--- config.mk ---
export PLATFORM = sky130hd
export DESIGN_NAME = domain_name_syntax_check_top_flat
export DESIGN_NICKNAME = d
export VERILOG_FILES = /design/src/rtl/dnsc_pkg.sv /design/src/rtl/dnsc_ifs.sv /design/src/rtl/dnsc_front.sv /design/src/rtl/dnsc_queue.sv /design/src/rtl/dnsc_back.sv /design/src/rtl/domain_name_syntax_check_top.sv /design/src/flat_wrapper.sv
export SDC_FILE = /design/constraint.sdc
export NUM_CORES = 1
export LEC_CHECK = 0
export BUFFER_PORTS_ARGS = -buffer_cell sky130_fd_sc_hd__buf_2
export CORE_MARGIN = 4
export CORE_UTILIZATION = 47
export CTS_CLUSTER_SIZE = 10
export DETAILED_ROUTE_END_ITERATION = 16
export GPL_TIMING_DRIVEN = 0
export HOLD_SLACK_MARGIN = 0.03
export PLACE_DENSITY = 0.65
export SLEW_MARGIN = 20
export SYNTH_ARGS = -nofsm -noshare
export SYNTH_HDL_FRONTEND = slang
export SYNTH_HIERARCHICAL = 1
export SYNTH_SLANG_ARGS = --single-unit
--- constraint.sdc ---
create_clock -name clk -period 2.15 [get_ports clk]
set_input_delay 0.215 -clock clk [delete_from_list [all_inputs] [get_ports clk]]
set_output_delay 0.215 -clock clk [all_outputs]
set_load 0.02 [all_outputs]
--- src/rtl/dnsc_pkg.sv ---
// Package for the domain name syntax checker.
// Holds the widths, character codes and the byte class type shared by all rtl files.
// No dependencies.
`timescale 1ns / 1ps

package dnsc_pkg;

    localparam int unsigned CH_W        = 8;
    localparam int unsigned LEN_W       = 9;
    localparam int unsigned QUEUE_DEPTH = 2;

    localparam logic [LEN_W-1:0] NAME_LIMIT_RESET = 9'd256;
    localparam logic [LEN_W-1:0] COUNT_MAX        = 9'd511;

    localparam logic [CH_W-1:0] CHAR_DOT    = 8'h2E;
    localparam logic [CH_W-1:0] CHAR_HYPHEN = 8'h2D;
    localparam logic [CH_W-1:0] CHAR_0      = 8'h30;
    localparam logic [CH_W-1:0] CHAR_9      = 8'h39;
    localparam logic [CH_W-1:0] CHAR_UC_A   = 8'h41;
    localparam logic [CH_W-1:0] CHAR_UC_Z   = 8'h5A;
    localparam logic [CH_W-1:0] CHAR_LC_A   = 8'h61;
    localparam logic [CH_W-1:0] CHAR_LC_Z   = 8'h7A;

    // class of one item, as the back end needs it
    typedef struct packed {
        logic term;     // terminator item
        logic dot;      // label separator
        logic letter;
        logic digit;
        logic hyphen;
    } byte_class_t;

    // queue status seen by the back end
    typedef struct packed {
        logic not_empty;
        logic full;
    } queue_stat_t;

endpackage

--- src/rtl/dnsc_ifs.sv ---
// Handshake interfaces of the domain name syntax checker.
// Name byte stream, validity result and max length write channel.
// Depends on dnsc_pkg.
`timescale 1ns / 1ps

interface dnsc_name_if;
    logic                      valid;
    logic                      ready;
    logic [dnsc_pkg::CH_W-1:0] ch;
    logic                      end_of_name;

    modport source (output valid, output ch, output end_of_name, input ready);
    modport sink   (input valid, input ch, input end_of_name, output ready);
endinterface

interface dnsc_result_if;
    logic valid;
    logic ready;
    logic name_valid;

    modport source (output valid, output name_valid, input ready);
    modport sink   (input valid, input name_valid, output ready);
endinterface

interface dnsc_cfg_if;
    logic                       valid;
    logic                       ready;
    logic [dnsc_pkg::LEN_W-1:0] data;

    modport source (output valid, output data, input ready);
    modport sink   (input valid, input data, output ready);
endinterface

--- src/rtl/dnsc_front.sv ---
// Front end of the domain name syntax checker.
// Accepts name items and reduces each byte to its class for the queue.
// Depends on dnsc_pkg.
`timescale 1ns / 1ps

module dnsc_front
(
    input  logic [dnsc_pkg::CH_W-1:0] ch,
    input  logic                      end_of_name,
    input  logic                      in_valid,
    input  logic                      queue_full,
    output logic                      in_ready,
    output logic                      push,
    output dnsc_pkg::byte_class_t     push_class
);

    // accept while the queue has room
    assign in_ready = !queue_full;
    assign push     = in_valid && !queue_full;

    // classify the byte
    always_comb
    begin
        push_class.term   = end_of_name;
        push_class.dot    = (ch == dnsc_pkg::CHAR_DOT);
        push_class.hyphen = (ch == dnsc_pkg::CHAR_HYPHEN);
        push_class.digit  = (ch >= dnsc_pkg::CHAR_0) && (ch <= dnsc_pkg::CHAR_9);
        push_class.letter = ((ch >= dnsc_pkg::CHAR_UC_A) && (ch <= dnsc_pkg::CHAR_UC_Z))
                         || ((ch >= dnsc_pkg::CHAR_LC_A) && (ch <= dnsc_pkg::CHAR_LC_Z));
    end

endmodule

--- src/rtl/dnsc_queue.sv ---
// Short queue between the front and back ends of the syntax checker.
// Holds classified items; push and pop may happen in the same cycle.
// Depends on dnsc_pkg.
`timescale 1ns / 1ps

module dnsc_queue
#(
    parameter int unsigned DEPTH = dnsc_pkg::QUEUE_DEPTH
)
(
    input  logic                  clk,
    input  logic                  rst_n,
    input  logic                  push,
    input  dnsc_pkg::byte_class_t push_class,
    input  logic                  pop,
    output dnsc_pkg::byte_class_t head,
    output dnsc_pkg::queue_stat_t stat
);

    localparam int unsigned PTR_W = $clog2(DEPTH);
    localparam int unsigned CNT_W = $clog2(DEPTH + 1);

    dnsc_pkg::byte_class_t entry_reg [DEPTH];

    logic [PTR_W-1:0] wr_ptr_reg, wr_ptr_next;
    logic [PTR_W-1:0] rd_ptr_reg, rd_ptr_next;
    logic [CNT_W-1:0] count_reg, count_next;

    // advance pointers and occupancy
    always_comb
    begin
        wr_ptr_next = wr_ptr_reg;
        rd_ptr_next = rd_ptr_reg;
        count_next  = count_reg;
        if (push)
        begin
            wr_ptr_next = (wr_ptr_reg == PTR_W'(DEPTH - 1)) ? '0 : wr_ptr_reg + 1'b1;
        end
        if (pop)
        begin
            rd_ptr_next = (rd_ptr_reg == PTR_W'(DEPTH - 1)) ? '0 : rd_ptr_reg + 1'b1;
        end
        if (push && !pop)
        begin
            count_next = count_reg + 1'b1;
        end
        else if (pop && !push)
        begin
            count_next = count_reg - 1'b1;
        end
    end

    always_ff @(posedge clk or negedge rst_n)
    begin
        if (!rst_n)
        begin
            wr_ptr_reg <= '0;
            rd_ptr_reg <= '0;
            count_reg  <= '0;
        end
        else
        begin
            wr_ptr_reg <= wr_ptr_next;
            rd_ptr_reg <= rd_ptr_next;
            count_reg  <= count_next;
        end
    end

    // store the pushed item
    always_ff @(posedge clk)
    begin
        if (push)
        begin
            entry_reg[wr_ptr_reg] <= push_class;
        end
    end

    assign head           = entry_reg[rd_ptr_reg];
    assign stat.not_empty = (count_reg != '0);
    assign stat.full      = (count_reg == CNT_W'(DEPTH));

endmodule

--- src/rtl/dnsc_back.sv ---
// Back end of the domain name syntax checker.
// Applies queued items to the label and name flags and registers the result.
// Depends on dnsc_pkg.
`timescale 1ns / 1ps

module dnsc_back
(
    input  logic                       clk,
    input  logic                       rst_n,
    input  logic [dnsc_pkg::LEN_W-1:0] name_limit,
    input  dnsc_pkg::byte_class_t      head,
    input  dnsc_pkg::queue_stat_t      stat,
    output logic                       pop,
    output logic                       out_valid,
    output logic                       out_name_valid,
    input  logic                       out_ready
);

    logic [dnsc_pkg::LEN_W-1:0] byte_count_reg, byte_count_next;
    logic dot_seen_reg, dot_seen_next;
    logic digit_after_dot_reg, digit_after_dot_next;
    logic in_label_reg, in_label_next;
    logic label_bad_reg, label_bad_next;
    logic last_alnum_reg, last_alnum_next;
    logic has_letter_reg, has_letter_next;
    logic name_bad_reg, name_bad_next;
    logic out_valid_reg, out_valid_next;
    logic out_data_reg, out_data_next;

    logic slot_free;
    logic alnum;
    logic label_fails;
    logic name_ok;

    // take an item unless a result is due and the output slot is held
    assign slot_free = !out_valid_reg || out_ready;
    assign pop       = stat.not_empty && (!head.term || slot_free);

    assign alnum       = head.letter || head.digit;
    assign label_fails = in_label_reg && (label_bad_reg || !last_alnum_reg || !has_letter_reg);
    assign name_ok     = !(name_bad_reg || label_fails) && dot_seen_reg
                      && !digit_after_dot_reg && (byte_count_reg <= name_limit);

    // update the flags for one item
    always_comb
    begin
        byte_count_next      = byte_count_reg;
        dot_seen_next        = dot_seen_reg;
        digit_after_dot_next = digit_after_dot_reg;
        in_label_next        = in_label_reg;
        label_bad_next       = label_bad_reg;
        last_alnum_next      = last_alnum_reg;
        has_letter_next      = has_letter_reg;
        name_bad_next        = name_bad_reg;
        out_valid_next       = out_valid_reg && !out_ready;
        out_data_next        = out_data_reg;
        if (pop)
        begin
            if (head.term)
            begin
                out_valid_next       = 1'b1;
                out_data_next        = name_ok;
                byte_count_next      = '0;
                dot_seen_next        = 1'b0;
                digit_after_dot_next = 1'b0;
                in_label_next        = 1'b0;
                label_bad_next       = 1'b0;
                last_alnum_next      = 1'b0;
                has_letter_next      = 1'b0;
                name_bad_next        = 1'b0;
            end
            else
            begin
                if (byte_count_reg != dnsc_pkg::COUNT_MAX)
                begin
                    byte_count_next = byte_count_reg + 1'b1;
                end
                if (head.dot)
                begin
                    name_bad_next        = name_bad_reg || label_fails;
                    in_label_next        = 1'b0;
                    label_bad_next       = 1'b0;
                    last_alnum_next      = 1'b0;
                    has_letter_next      = 1'b0;
                    dot_seen_next        = 1'b1;
                    digit_after_dot_next = 1'b0;
                end
                else
                begin
                    in_label_next   = 1'b1;
                    label_bad_next  = (in_label_reg ? label_bad_reg : !alnum)
                                   || (!alnum && !head.hyphen);
                    has_letter_next = (in_label_reg && has_letter_reg) || head.letter;
                    digit_after_dot_next = digit_after_dot_reg || head.digit;
                    last_alnum_next = alnum;
                end
            end
        end
    end

    always_ff @(posedge clk or negedge rst_n)
    begin
        if (!rst_n)
        begin
            byte_count_reg      <= '0;
            dot_seen_reg        <= 1'b0;
            digit_after_dot_reg <= 1'b0;
            in_label_reg        <= 1'b0;
            label_bad_reg       <= 1'b0;
            last_alnum_reg      <= 1'b0;
            has_letter_reg      <= 1'b0;
            name_bad_reg        <= 1'b0;
            out_valid_reg       <= 1'b0;
        end
        else
        begin
            byte_count_reg      <= byte_count_next;
            dot_seen_reg        <= dot_seen_next;
            digit_after_dot_reg <= digit_after_dot_next;
            in_label_reg        <= in_label_next;
            label_bad_reg       <= label_bad_next;
            last_alnum_reg      <= last_alnum_next;
            has_letter_reg      <= has_letter_next;
            name_bad_reg        <= name_bad_next;
            out_valid_reg       <= out_valid_next;
        end
    end

    // hold the result payload
    always_ff @(posedge clk)
    begin
        out_data_reg <= out_data_next;
    end

    assign out_valid      = out_valid_reg;
    assign out_name_valid = out_data_reg;

endmodule

--- src/rtl/domain_name_syntax_check_top.sv ---
// Usage notes for domain_name_syntax_check_top.
//
// name_in carries one byte of a domain name per item (ch), and an item with
// end_of_name high closes the name; its ch is ignored. result_out gives one
// item, name_valid, for each closed name and nothing for ordinary bytes.
// cfg writes name_limit (9 bits, reset 256); write it only while idle.
//
// An item is accepted when valid and ready are both high. One item per
// cycle is taken in steady state: the front end classifies a byte into a
// small queue and the back end updates the label flags, one item a cycle.
// An accepted terminator waits in the queue; the back end pops it and
// registers its verdict in the output register that drives result_out.
// When result_out stalls, the back end keeps consuming bytes and stops only
// at the next terminator; once the queue fills, name_in.ready drops.
// Reset clears the queue, all name flags and the output valid flag, and sets
// name_limit to 256. The flags also clear after each terminator.
// Depends on dnsc_pkg, dnsc_ifs, dnsc_front, dnsc_queue and dnsc_back.
`timescale 1ns / 1ps

module domain_name_syntax_check_top
#(
    parameter int unsigned QUEUE_DEPTH = dnsc_pkg::QUEUE_DEPTH
)
(
    input  logic               clk,
    input  logic               rst_n,
    dnsc_name_if.sink          name_in,
    dnsc_result_if.source      result_out,
    dnsc_cfg_if.sink           cfg
);

    logic [dnsc_pkg::LEN_W-1:0] name_limit_reg;

    logic                  push;
    logic                  pop;
    dnsc_pkg::byte_class_t push_class;
    dnsc_pkg::byte_class_t head;
    dnsc_pkg::queue_stat_t stat;

    // take max length writes at any time
    assign cfg.ready = 1'b1;

    always_ff @(posedge clk or negedge rst_n)
    begin
        if (!rst_n)
        begin
            name_limit_reg <= dnsc_pkg::NAME_LIMIT_RESET;
        end
        else if (cfg.valid)
        begin
            name_limit_reg <= cfg.data;
        end
    end

    dnsc_front u_front
    (
        .ch          (name_in.ch),
        .end_of_name (name_in.end_of_name),
        .in_valid    (name_in.valid),
        .queue_full  (stat.full),
        .in_ready    (name_in.ready),
        .push        (push),
        .push_class  (push_class)
    );

    dnsc_queue #(.DEPTH(QUEUE_DEPTH)) u_queue
    (
        .clk        (clk),
        .rst_n      (rst_n),
        .push       (push),
        .push_class (push_class),
        .pop        (pop),
        .head       (head),
        .stat       (stat)
    );

    dnsc_back u_back
    (
        .clk            (clk),
        .rst_n          (rst_n),
        .name_limit     (name_limit_reg),
        .head           (head),
        .stat           (stat),
        .pop            (pop),
        .out_valid      (result_out.valid),
        .out_name_valid (result_out.name_valid),
        .out_ready      (result_out.ready)
    );

`ifndef SYNTHESIS
    // a terminator must not overwrite a result that is still held
    a_no_result_overrun: assert property (@(posedge clk) disable iff (!rst_n)
        (pop && head.term && result_out.valid) |-> result_out.ready)
        else $error("terminator popped while result stalled");

    // a new result appears only after a terminator was consumed
    a_result_from_term: assert property (@(posedge clk) disable iff (!rst_n)
        (result_out.valid && !$past(result_out.valid)) |-> $past(pop && head.term))
        else $error("result without terminator");

    // never pop an empty queue
    a_pop_not_empty: assert property (@(posedge clk) disable iff (!rst_n)
        pop |-> stat.not_empty)
        else $error("pop from empty queue");

    // a max length write lands in the register
    a_cfg_write: assert property (@(posedge clk) disable iff (!rst_n)
        (cfg.valid && cfg.ready) |=> (name_limit_reg == $past(cfg.data)))
        else $error("max length write lost");
`endif

endmodule

--- src/flat_wrapper.sv ---
// flat-port wrapper written by rule: the top's interface ports become plain ports
module domain_name_syntax_check_top_flat 
#(
    parameter int unsigned QUEUE_DEPTH = dnsc_pkg::QUEUE_DEPTH
)
  (clk, rst_n, name_in_valid, name_in_ch, name_in_end_of_name, name_in_ready, result_out_valid, result_out_name_valid, result_out_ready, cfg_valid, cfg_data, cfg_ready);
  dnsc_name_if name_in_i ();
  dnsc_result_if result_out_i ();
  dnsc_cfg_if cfg_i ();
  input  logic clk;
  input  logic rst_n;
  input wire logic [$bits(name_in_i.valid)-1:0] name_in_valid;
  input wire logic [$bits(name_in_i.ch)-1:0] name_in_ch;
  input wire logic [$bits(name_in_i.end_of_name)-1:0] name_in_end_of_name;
  output wire logic [$bits(name_in_i.ready)-1:0] name_in_ready;
  output wire logic [$bits(result_out_i.valid)-1:0] result_out_valid;
  output wire logic [$bits(result_out_i.name_valid)-1:0] result_out_name_valid;
  input wire logic [$bits(result_out_i.ready)-1:0] result_out_ready;
  input wire logic [$bits(cfg_i.valid)-1:0] cfg_valid;
  input wire logic [$bits(cfg_i.data)-1:0] cfg_data;
  output wire logic [$bits(cfg_i.ready)-1:0] cfg_ready;
  assign name_in_i.valid = name_in_valid;
  assign name_in_i.ch = name_in_ch;
  assign name_in_i.end_of_name = name_in_end_of_name;
  assign name_in_ready = name_in_i.ready;
  assign result_out_valid = result_out_i.valid;
  assign result_out_name_valid = result_out_i.name_valid;
  assign result_out_i.ready = result_out_ready;
  assign cfg_i.valid = cfg_valid;
  assign cfg_i.data = cfg_data;
  assign cfg_ready = cfg_i.ready;
  domain_name_syntax_check_top #(.QUEUE_DEPTH(QUEUE_DEPTH)) u_core (.clk(clk), .rst_n(rst_n), .name_in(name_in_i), .result_out(result_out_i), .cfg(cfg_i));
endmodule
==> metrics, run 1 <==
share of cells above drive strength 1=0.2703; Maximum Capacitance Violations=0; run status=finished clean; proportion of synthesized chip area in sequential cells=0.4957; number of flip-flops under the largest register name=10; DRT Wirelength=4027 µm; average size of a mapped cell=11.49 µm²; sequential cell area=0.001082 mm²; fill cell instance count of the final layout=394; Pwr Density=1076 mW/mm²; share of total power consumed by net switching=0.3608; core region area=0.004414 mm²; endpoints failing hold=0; largest net degree at the start of global routing=31; Distinct cells, synth=48; Row Count=24; final critical-path share of the clock period=0.9181; area occupied by multi-input gates=982.2 µm²; worst setup skew after layout=0.008694 ns; Layout Area Growth over Synthesis=12.84%; vias per cell=5.420; Startpoint Class=flop; most common library cell in the layout ignoring fill and taps=sky130_fd_sc_hd__dfrtp_1; maximum number of buffers from clock root to sink=2; number of buffers created by CTS=5; commonest cells after routing, fill and taps aside=sky130_fd_sc_hd__dfrtp_1, sky130_fd_sc_hd__buf_2, sky130_fd_sc_hd__nor2_1; clock latency on the worst-skew pair=0.29 ns; switching pwr=0.9565 mW; number of cells produced by synthesis=190; initial core utilization=0.4946; count of final max-slew check failures=0; via count=1485; global-route wire length before repair=7031 µm; post-route ant nets=0; initial antenna violation count=0; min-delay worst type=in -> reg; CTS tree=done; DR pass1 iterations=4; drt drc=0; RSZ-0062 raised after global routing=no; overall track demand over capacity in global routing=0.1473; final non-filler cell area=0.002464 mm²; cell-internal power=1.695 mW; global route total overflow=0; Cell Area, Synth=0.002183 mm²; critical path endpoint category=flop; final antenna diode count=0; DIE AREA=0.005800 mm²; Tot Pwr=2.651 mW; crit path DAT=2.19 ns; #FFs+latches synth=41; Placed Area=0.002364 mm²; buffers inserted by post-CTS timing repair=0; Fmax achieved=0.5066 GHz; Routed WL per cell=14.70 µm; leakage power summed over all cells=1.186 nW; global placement routability congestion=0.7944; clock sink count=41; minimum clock period=1.974 ns; number of enable flip-flop cells after synthesis=11; detailed placer's ending HPWL=3086 µm; Synth warnings=6; Finish-stage setup viols=0; via count of the first global-routing pass=1538; Post-layout nets=256; Post-Syn Nets=225; ports placed on the boundary=27; die span in x=76.16 µm; H-tree Lvls=2; CP required=2.37 ns; Critical Path Fanout Max=9; count of input and output buffers=23; VDD IR max=0.0006611 V; Die Y=76.16 µm; fraction of registers with async set/reset=0.7317; most frequently used flop master after synthesis=sky130_fd_sc_hd__dfrtp_1; R2R Setup Slk=0.18 ns; part of the total power dissipated in the clock network=0.193; worst-margin pin slew=0.6780 ns; clock-pin slew reported for the worst setup and hold paths after clock tree synthesis=0.09 ns; Detailed Route Iter0 Violations=67; Critical Setup Path Class=reg -> reg; tightest slew margin relative to the limit=0.5480; Root Buffer Master=sky130_fd_sc_hd__clkbuf_8; register share of total power=0.437; share of total power in combinational logic=0.370; number of gates resized after cts=0; TNS Setup=0 ns
## timing repair
action,CTS,global route
hold buffers,1,0
endpoints found under the setup margin,0,0
endpoints found under the hold margin,29,0
## metrics by stage
step | util | hold WS (ns) | worst slack [ns] | std cells
floorplan | - | -0.08059 | 0.3841 | 190
global route | 0.5581 | 0.08616 | 0.03856 | 274
CTS | 0.5581 | 0.09411 | 0.1640 | 274
global placement | 0.5354 | 0.2827 | 0.2620 | 265
detailed placement | 0.5354 | 0.3058 | 0.1916 | 265
finish | 0.5581 | 0.1044 | 0.1762 | 274
## kinds of logic (layout without fill, tap and decap cells)
logic type / count (synthesis) / count (layout) / synth area share
xor gates and xnor gates: 8 / 8 / 0.03209
buffers and inverters: 23 / 55 / 0.05443
adders and majority gates: 12 / 12 / 0.06877
and+or+nand+nor: 61 / 61 / 0.1691
muxes: 14 / 14 / 0.08768
other: 1 / 1 / 0.001718
DFF: 41 / 41 / 0.4957
AOI/OAI and AO/OA: 30 / 30 / 0.09054
## synthesized netlist by cell type (2+ instances only)
cell type	n	share of area
sky130_fd_sc_hd__dfrtp_1	29	0.33
sky130_fd_sc_hd__nor2_1	16	0.028
sky130_fd_sc_hd__inv_1	15	0.026
sky130_fd_sc_hd__ha_1	12	0.069
sky130_fd_sc_hd__edfxtp_1	11	0.15
sky130_fd_sc_hd__mux2_4	9	0.062
sky130_fd_sc_hd__a21oi_1	8	0.018
sky130_fd_sc_hd__nand2_1	8	0.014
sky130_fd_sc_hd__xor2_1	7	0.028
sky130_fd_sc_hd__mux2_2	5	0.026
sky130_fd_sc_hd__o21ai_0	5	0.011
sky130_fd_sc_hd__and3_1	4	0.011
sky130_fd_sc_hd__nand3_1	4	0.0092
sky130_fd_sc_hd__nor3b_1	4	0.014
sky130_fd_sc_hd__a21o_1	3	0.010
sky130_fd_sc_hd__and2_1	3	0.0086
sky130_fd_sc_hd__and4_1	3	0.012
sky130_fd_sc_hd__buf_6	3	0.015
sky130_fd_sc_hd__a221o_1	2	0.0092
sky130_fd_sc_hd__a22o_1	2	0.0080
sky130_fd_sc_hd__a31oi_1	2	0.0057
sky130_fd_sc_hd__buf_2	2	0.0046
sky130_fd_sc_hd__buf_4	2	0.0069
sky130_fd_sc_hd__nand4_1	2	0.0057
sky130_fd_sc_hd__nand4b_1	2	0.0080
sky130_fd_sc_hd__nor2b_1	2	0.0057
sky130_fd_sc_hd__nor4b_1	2	0.0080
sky130_fd_sc_hd__o21a_1	2	0.0069
sky130_fd_sc_hd__o21ai_1	2	0.0046
## power by group through the flow
stage	logic (mW)	clock network [mW]	registers, mW
floorplan	0.741	0	1.16
detailed placement	0.987	0	1.17
global route	1.09	0.570	1.19
CTS	0.995	0.528	1.16
finish	0.982	0.511	1.16
global placement	0.929	0	1.16
## final timing paths
| check | to | start | cells past startpoint |
|---|---|---|---|
| setup / recovery | u_core/u_queue/count_reg[1]$_DFFE_PN0P_ | u_core/u_queue/rd_ptr_reg$_DFFE_PN0P_ | 10 |
| hold / removal | u_core/u_queue/entry_reg[1][4]$_DFFE_PP_ | name_in_end_of_name | 1 |
| setup reg to reg | u_core/u_queue/count_reg[1]$_DFFE_PN0P_ | u_core/u_queue/rd_ptr_reg$_DFFE_PN0P_ | 10 |
| hold reg to reg | u_core/u_back/last_alnum_reg$_DFFE_PN0P_ | u_core/u_back/last_alnum_reg$_DFFE_PN0P_ | 2 |
| max in group asynchronous | u_core/u_back/label_bad_reg$_DFFE_PN0P_ | rst_n | 2 |
| min in group asynchronous | u_core/u_back/name_bad_reg$_DFFE_PN0P_ | rst_n | 2 |
## layout make-up
cell class | instances | share of cell area
plain buffers | 7 | 0.02387
clock buffers | 5 | 0.02793
clock inverters | 3 | 0.008634
inverters | 16 | 0.02438
multi-input cells | 126 | 0.3987
flip-flops and latches | 41 | 0.4393
well taps | 52 | 0.02641
repair buffers | 24 | 0.05079
## per-layer routing
| metal | track usage | wire [µm] |
|---|---|---|
| met1 | 0.1930 | 1876 |
| met2 | 0.2320 | 1905 |
| met3 | 0.03901 | 213 |
| met4 | 0.05769 | 32 |
| met5 | 0 | 0 |
## critical path, cell delays in order (launching register included)
cell and delay (ns):
sky130_fd_sc_hd__dfrtp_1 0.35, sky130_fd_sc_hd__buf_6 0.12, sky130_fd_sc_hd__mux2_2 0.38, sky130_fd_sc_hd__nand3b_4 0.13, sky130_fd_sc_hd__nand2_4 0.06, sky130_fd_sc_hd__inv_2 0.14
sky130_fd_sc_hd__inv_1 0.07, sky130_fd_sc_hd__ha_1 0.19, sky130_fd_sc_hd__xor2_1 0.16, sky130_fd_sc_hd__nor2_1 0.14, sky130_fd_sc_hd__xor2_1 0.17
Power figures use the tool's default switching activity.
==> run 2, diff against run 1 <==
--- a/config.mk
+++ b/config.mk
@@ -13,6 +13,7 @@
 export GPL_TIMING_DRIVEN = 0
 export HOLD_SLACK_MARGIN = 0.03
 export PLACE_DENSITY = 0.65
+export RECOVER_POWER = 25
 export SLEW_MARGIN = 20
 export SYNTH_ARGS = -nofsm -noshare
 export SYNTH_HDL_FRONTEND = slang
==> run 2 against run 1 <==
Clock skew decreased by 0.00056 ns; setup slack improved by 0.0019 ns; die area unchanged; clock-buffer cell count unchanged; register-to-register slack about the same; highest routed layer unchanged; largest cell class unchanged; first-iteration DRC count increased by 3.0%; final cell count unchanged; hold slack improved by 0.026 ns; sequential power about the same; critical path depth unchanged; fmax about the same.
==> metrics, run 2 (synthesis gave the netlist of run 1 again) <==
Placed Area=0.002364 mm²; final-layout worst hold slack=0.1307 ns; worst-margin pin slew=0.7495 ns; overall track demand over capacity in global routing=0.1473; Critical Path Fanout Max=9; Critical Setup Path Class=reg -> reg; Non-Filler Instances=274; Die Y=76.16 µm; Startpoint Class=flop; minimum clock period=1.972 ns; clock sink count=41; initial antenna violation count=0; most common library cell in the layout ignoring fill and taps=sky130_fd_sc_hd__dfrtp_1; global route total overflow=0; slowest cell delay on critical path=0.37 ns; Routed WL per cell=14.52 µm; H-tree Lvls=2; commonest cells after routing, fill and taps aside=sky130_fd_sc_hd__dfrtp_1, sky130_fd_sc_hd__buf_2, sky130_fd_sc_hd__nor2_1; number of buffers created by CTS=5; fill cell instance count of the final layout=407; Root Buffer Master=sky130_fd_sc_hd__clkbuf_8; Worst path most repeated cell=sky130_fd_sc_hd__xor2_1; DRT Wirelength=3978 µm; via count=1499; DIE AREA=0.005800 mm²; count of input and output buffers=23; tightest slew margin relative to the limit=0.5004; post-route ant nets=0; ports placed on the boundary=27; endpoints failing hold=0; core region area=0.004414 mm²; DR pass1 iterations=4; count of final max-slew check failures=0; buffers inserted by post-CTS timing repair=0; worst setup skew after layout=0.008133 ns; RSZ-0062 raised after global routing=no; post-layout utilization of the core=0.5505; Crit path buffers/inverters=3; detailed placer's ending HPWL=3086 µm; largest net degree at the start of global routing=31; Cell Chain, Critical Path=buf_6 -> mux2_2 -> nand3b_4 -> nand2_4 -> inv_2 -> inv_1 -> ha_1 -> xor2_1 -> nor2_1 -> xor2_1; CP required=2.36 ns; final antenna diode count=0; final non-filler cell area=0.002430 mm²; crit path DAT=2.19 ns; Inst Count DP=265; drt drc=0; min-delay worst type=in -> reg; Layout Area Growth over Synthesis=11.29%; Post-layout nets=256; Fmax achieved=0.5071 GHz; Row Count=24; global placement routability congestion=0.7944; clock latency on the worst-skew pair=0.29 ns; Finish-stage setup viols=0; Detailed Route Iter0 Violations=69; final critical-path share of the clock period=0.9172; share of cells above drive strength 1=0.2162; family with the most delay on the worst path=multiplexers; critical path endpoint category=flop; maximum number of buffers from clock root to sink=2; via count of the first global-routing pass=1538; global-route wire length before repair=7031 µm; clock-pin slew reported for the worst setup and hold paths after clock tree synthesis=0.09 ns; Pwr Density=1082 mW/mm²; CTS tree=done; vias per cell=5.471; leakage power summed over all cells=1.143 nW; Maximum Capacitance Violations=0; CP max-delay cell=sky130_fd_sc_hd__mux2_2; TNS Setup=0 ns; run status=finished clean; number of flip-flops under the largest register name=10; number of buffers added to fix hold violations after cts=1; number of gates resized after cts=0; VDD IR max=0.0006579 V; die span in x=76.16 µm; initial core utilization=0.4946
## run 2: through the flow
step / worst slack, ns / power, mW
final: 0.1781 / 2.629
after global routing: 0.03856 / 2.831
after CTS: 0.1640 / 2.683
after detailed placement: 0.1916 / 2.161
after global placement: 0.2620 / 2.088
after floorplan: 0.3841 / 1.899
## run 2: worst reg2reg max path, stage by stage, from the launching register on
cell	delay, ns
sky130_fd_sc_hd__dfrtp_1	0.35
sky130_fd_sc_hd__buf_6	0.12
sky130_fd_sc_hd__mux2_2	0.38
sky130_fd_sc_hd__nand3b_4	0.12
sky130_fd_sc_hd__nand2_4	0.06
sky130_fd_sc_hd__inv_2	0.14
sky130_fd_sc_hd__inv_1	0.07
sky130_fd_sc_hd__ha_1	0.19
sky130_fd_sc_hd__xor2_1	0.16
sky130_fd_sc_hd__nor2_1	0.14
sky130_fd_sc_hd__xor2_1	0.17
## run 2: layout make-up
| cell class | instances | area (µm²) | area share |
|---|---|---|---|
| multi-input combinational | 126 | 952.2 | 0.3919 |
| inverter | 16 | 60.06 | 0.02472 |
| clock buffer | 5 | 68.82 | 0.02832 |
| clock inverter | 3 | 21.27 | 0.008754 |
| buffer | 7 | 58.81 | 0.02420 |
| tap | 52 | 65.06 | 0.02678 |
| sequential | 41 | 1082 | 0.4454 |
| timing repair buffer | 24 | 121.4 | 0.04995 |
## run 2: path summary, 6_finish.rpt
path	from	end	slack [ns]	cells after the start
worst max register to register	u_core/u_queue/rd_ptr_reg$_DFFE_PN0P_	u_core/u_queue/count_reg[1]$_DFFE_PN0P_	0.18	10
worst min-delay path	name_in_end_of_name	u_core/u_queue/entry_reg[0][4]$_DFFE_PP_	0.13	1
worst min register to register	u_core/u_back/last_alnum_reg$_DFFE_PN0P_	u_core/u_back/last_alnum_reg$_DFFE_PN0P_	0.49	2
worst max-delay path	u_core/u_queue/rd_ptr_reg$_DFFE_PN0P_	u_core/u_queue/count_reg[1]$_DFFE_PN0P_	0.18	10
min in group asynchronous	rst_n	u_core/u_back/name_bad_reg$_DFFE_PN0P_	0.52	2
max in group asynchronous	rst_n	u_core/u_back/label_bad_reg$_DFFE_PN0P_	1.16	2
## run 2: metal layers
metal,track usage,part of all wire,wire length [µm]
met5,0,0,0
met4,0.05769,0.012,46
met3,0.03901,0.050,197
met2,0.2320,0.49,1930
met1,0.1930,0.45,1803
## run 2: power by group
group / total (mW) / internal (mW) / switching [mW]
sequential: 1.16 / 1.02 / 0.138
combinational: 0.966 / 0.429 / 0.538
clock: 0.506 / 0.230 / 0.276
total: 2.63 / 1.68 / 0.951
==> run 3, diff against run 2 <==
--- a/config.mk
+++ b/config.mk
@@ -17,5 +17,4 @@
 export SLEW_MARGIN = 20
 export SYNTH_ARGS = -nofsm -noshare
 export SYNTH_HDL_FRONTEND = slang
-export SYNTH_HIERARCHICAL = 1
 export SYNTH_SLANG_ARGS = --single-unit
==> run 3 against run 2 <==
Clock-buffer cell count did not move; clock skew fell by 0.0059 ns; largest power group unchanged; flip-flop and latch count did not move; critical endpoint is now u_core.u_back.byte_count_reg[7]$_DFFE_PN0P_; register-to-register slack got worse by 0.07 ns; critical path depth fell by 2; fmax fell by 3.2%; cell area fell by 1.1%.
==> metrics, run 3 <==
run status=finished clean; final antenna diode count=0; most common library cell in the layout ignoring fill and taps=sky130_fd_sc_hd__dfrtp_1; worst setup skew after layout=0.002278 ns; Layout Area Growth over Synthesis=14.35%; met2 wirelength from detailed routing=1806 µm; fraction of registers with async set/reset=0.7317; tightest slew margin relative to the limit=0.4970; Critical Path Fanout Max=10; crit path DAT=2.21 ns; DR pass1 iterations=4; count of input and output buffers=24; RSZ-0062 raised after global routing=no; family with the most delay on the worst path=simple AND/OR/NAND/NOR gates; Synth warnings=0; Met3 Wirelength=170 µm; detailed placer's ending HPWL=2865 µm; vias per cell=5.419; Critical Setup Path Class=reg -> reg; global-route wire length before repair=6279 µm; dominant cell type by area after synthesis=sky130_fd_sc_hd__dfrtp_1; clock sink count=41; commonest cells after routing, fill and taps aside=sky130_fd_sc_hd__dfrtp_1, sky130_fd_sc_hd__nand2_1, sky130_fd_sc_hd__buf_2; Inst Count DP=274; final critical-path share of the clock period=0.9478; number of cells produced by synthesis=198; H-tree Lvls=2; overall track demand over capacity in global routing=0.1457; largest net degree at the start of global routing=31; count of final max-slew check failures=0; min-delay worst type=in -> reg; wl on met1=1725 µm; worst-margin pin slew=0.7545 ns; drt drc=0; die span in x=74.86 µm; fill cell instance count of the final layout=388; critical path endpoint category=flop; post-placement worst setup slack=0.009859 ns; Non-Filler Instances=284; most used standard cells in the synthesized netlist=sky130_fd_sc_hd__dfrtp_1, sky130_fd_sc_hd__nand2_1, sky130_fd_sc_hd__inv_1, sky130_fd_sc_hd__ha_1, sky130_fd_sc_hd__edfxtp_1; initial core utilization=0.4825; leakage power summed over all cells=1.144 nW; CP required=2.32 ns; number of enable flip-flop cells after synthesis=11; Die Y=74.86 µm; Root Buffer Master=sky130_fd_sc_hd__clkbuf_8; DIE AREA=0.005603 mm²; via count=1539; VDD IR max=0.0005475 V; proportion of synthesized chip area in sequential cells=0.5152; post-synth top area share=0.3454; Startpoint Class=flop; ports placed on the boundary=27; Maximum Capacitance Violations=0; Detailed Route Iter0 Violations=64; Pwr Density=1104 mW/mm²; average size of a mapped cell=10.61 µm²; DRT Wirelength=3752 µm; max layer used=met4; slowest cell delay on critical path=0.44 ns; most frequently used flop master after synthesis=sky130_fd_sc_hd__dfrtp_1; Fmax achieved=0.4907 GHz; TNS Setup=0 ns; core region area=0.004354 mm²; top post-synthesis cells by area=sky130_fd_sc_hd__dfrtp_1, sky130_fd_sc_hd__edfxtp_1, sky130_fd_sc_hd__ha_1, sky130_fd_sc_hd__nand2_1, sky130_fd_sc_hd__inv_1; CP max-delay cell=sky130_fd_sc_hd__dfrtp_2; #FFs+latches synth=41; Post-layout nets=266; Post-Syn Nets=233; global placement routability congestion=0.7644; number of flip-flops under the largest register name=10; clock latency on the worst-skew pair=0.29 ns; initial antenna violation count=0; clock-pin slew reported for the worst setup and hold paths after clock tree synthesis=0.08 ns; Crit path buffers/inverters=1; Row Count=24; share of cells above drive strength 1=0.2026; number of buffers created by CTS=5; endpoints failing hold=0; global route total overflow=0; Distinct cells, synth=40; minimum clock period=2.038 ns; cell with the most instances after synthesis=sky130_fd_sc_hd__dfrtp_1; via count of the first global-routing pass=1423; maximum number of buffers from clock root to sink=2; CTS tree=done; Finish-stage setup viols=0; Routed WL per cell=13.21 µm; Cell Chain, Critical Path=ha_2 -> nand3_1 -> nor2_1 -> ha_1 -> or3_4 -> clkbuf_8 -> o311ai_2 -> nand2_1; post-layout worst setup margin=0.1123 ns; Cell Area, Synth=0.002101 mm²; post-route ant nets=0
## run 3: cell types whose count changed in the layout (fill, tap and decap cells not counted), moves of 5 or more
cell / before / now
sky130_fd_sc_hd__nand2_1: 8 / 23
sky130_fd_sc_hd__mux2_1: 8 / 0
sky130_fd_sc_hd__nand3_1: 4 / 10
sky130_fd_sc_hd__nor2_1: 16 / 10
sky130_fd_sc_hd__o211ai_1: 0 / 5
sky130_fd_sc_hd__o21ai_0: 5 / 10
sky130_fd_sc_hd__or4_1: 1 / 6
sky130_fd_sc_hd__xor2_1: 7 / 2
## run 3: final cells by class
cell class              count  area [µm²]  area share
flip-flops and latches     41        1085      0.4516
multi-input cells         137       925.9      0.3854
repair buffers             26       133.9     0.05573
clock buffers               5       68.82     0.02865
well taps                  52       65.06     0.02708
plain buffers               6       53.80     0.02240
inverters                  14       52.55     0.02188
clock inverters             3       17.52    0.007292
## run 3: where the power goes
group	total [mW]	leakage, nW	switching, mW	internal, mW
combinational	1.02	0.618	0.571	0.444
sequential	1.14	0.482	0.128	1.02
clock	0.492	0.0439	0.268	0.224
## run 3: per-layer routing
| layer | track usage | vias to the layer above |
|---|---|---|
| li1 | - | 777 |
| met1 | 0.1746 | 728 |
| met2 | 0.2524 | 29 |
| met3 | 0.04005 | 5 |
| met4 | 0.04743 | 0 |
| met5 | 0 | - |
## run 3: what timing repair did
action,4_1_cts,5_1_grt
hold buffers,1,0
endpoints found under the setup margin,1,5
endpoints found under the hold margin,29,0
resized for setup,1,4
pin swaps,0,0
setup buffers,0,1
## run 3: cells by family after synthesis
kind of cell,Yosys count,synth area share
flip-flops,41,0.5152
adder cells (fa/ha/maj),12,0.07147
AND/OR/NAND/NOR,75,0.1912
buffers and inverters,20,0.05063
XOR/XNOR,5,0.02085
multiplexers,8,0.04288
AO/OA/AOI/OAI,36,0.1060
other,1,0.001785
## run 3: metrics by stage
step | hold WS (ns) | power [mW] | cell area, µm² | util
after floorplan | -0.08059 | 1.902 | 2101 | -
after global placement | 0.3027 | 2.137 | 2286 | 0.5250
after detailed placement | 0.2936 | 2.160 | 2286 | 0.5250
after CTS | 0.09771 | 2.663 | 2386 | 0.5480
after global routing | 0.08950 | 2.843 | 2402 | 0.5517
final | 0.1080 | 2.652 | 2402 | 0.5517
## run 3: final timing paths
| check | from | end | slack [ns] | cells past startpoint |
|---|---|---|---|---|
| min in group asynchronous | rst_n | u_core.u_back.byte_count_reg[4]$_DFFE_PN0P_ | 0.52 | 2 |
| worst min-delay path | name_in_end_of_name | u_core.u_queue.entry_reg[1][4]$_DFFE_PP_ | 0.11 | 1 |
| max in group asynchronous | rst_n | u_core.u_back.byte_count_reg[1]$_DFFE_PN0P_ | 1.11 | 2 |
| worst max-delay path | u_core.u_back.byte_count_reg[0]$_DFFE_PN0P_ | u_core.u_back.byte_count_reg[7]$_DFFE_PN0P_ | 0.11 | 8 |
| worst min register to register | u_core.u_back.label_bad_reg$_DFFE_PN0P_ | u_core.u_back.label_bad_reg$_DFFE_PN0P_ | 0.48 | 1 |
| worst max register to register | u_core.u_back.byte_count_reg[0]$_DFFE_PN0P_ | u_core.u_back.byte_count_reg[7]$_DFFE_PN0P_ | 0.11 | 8 |
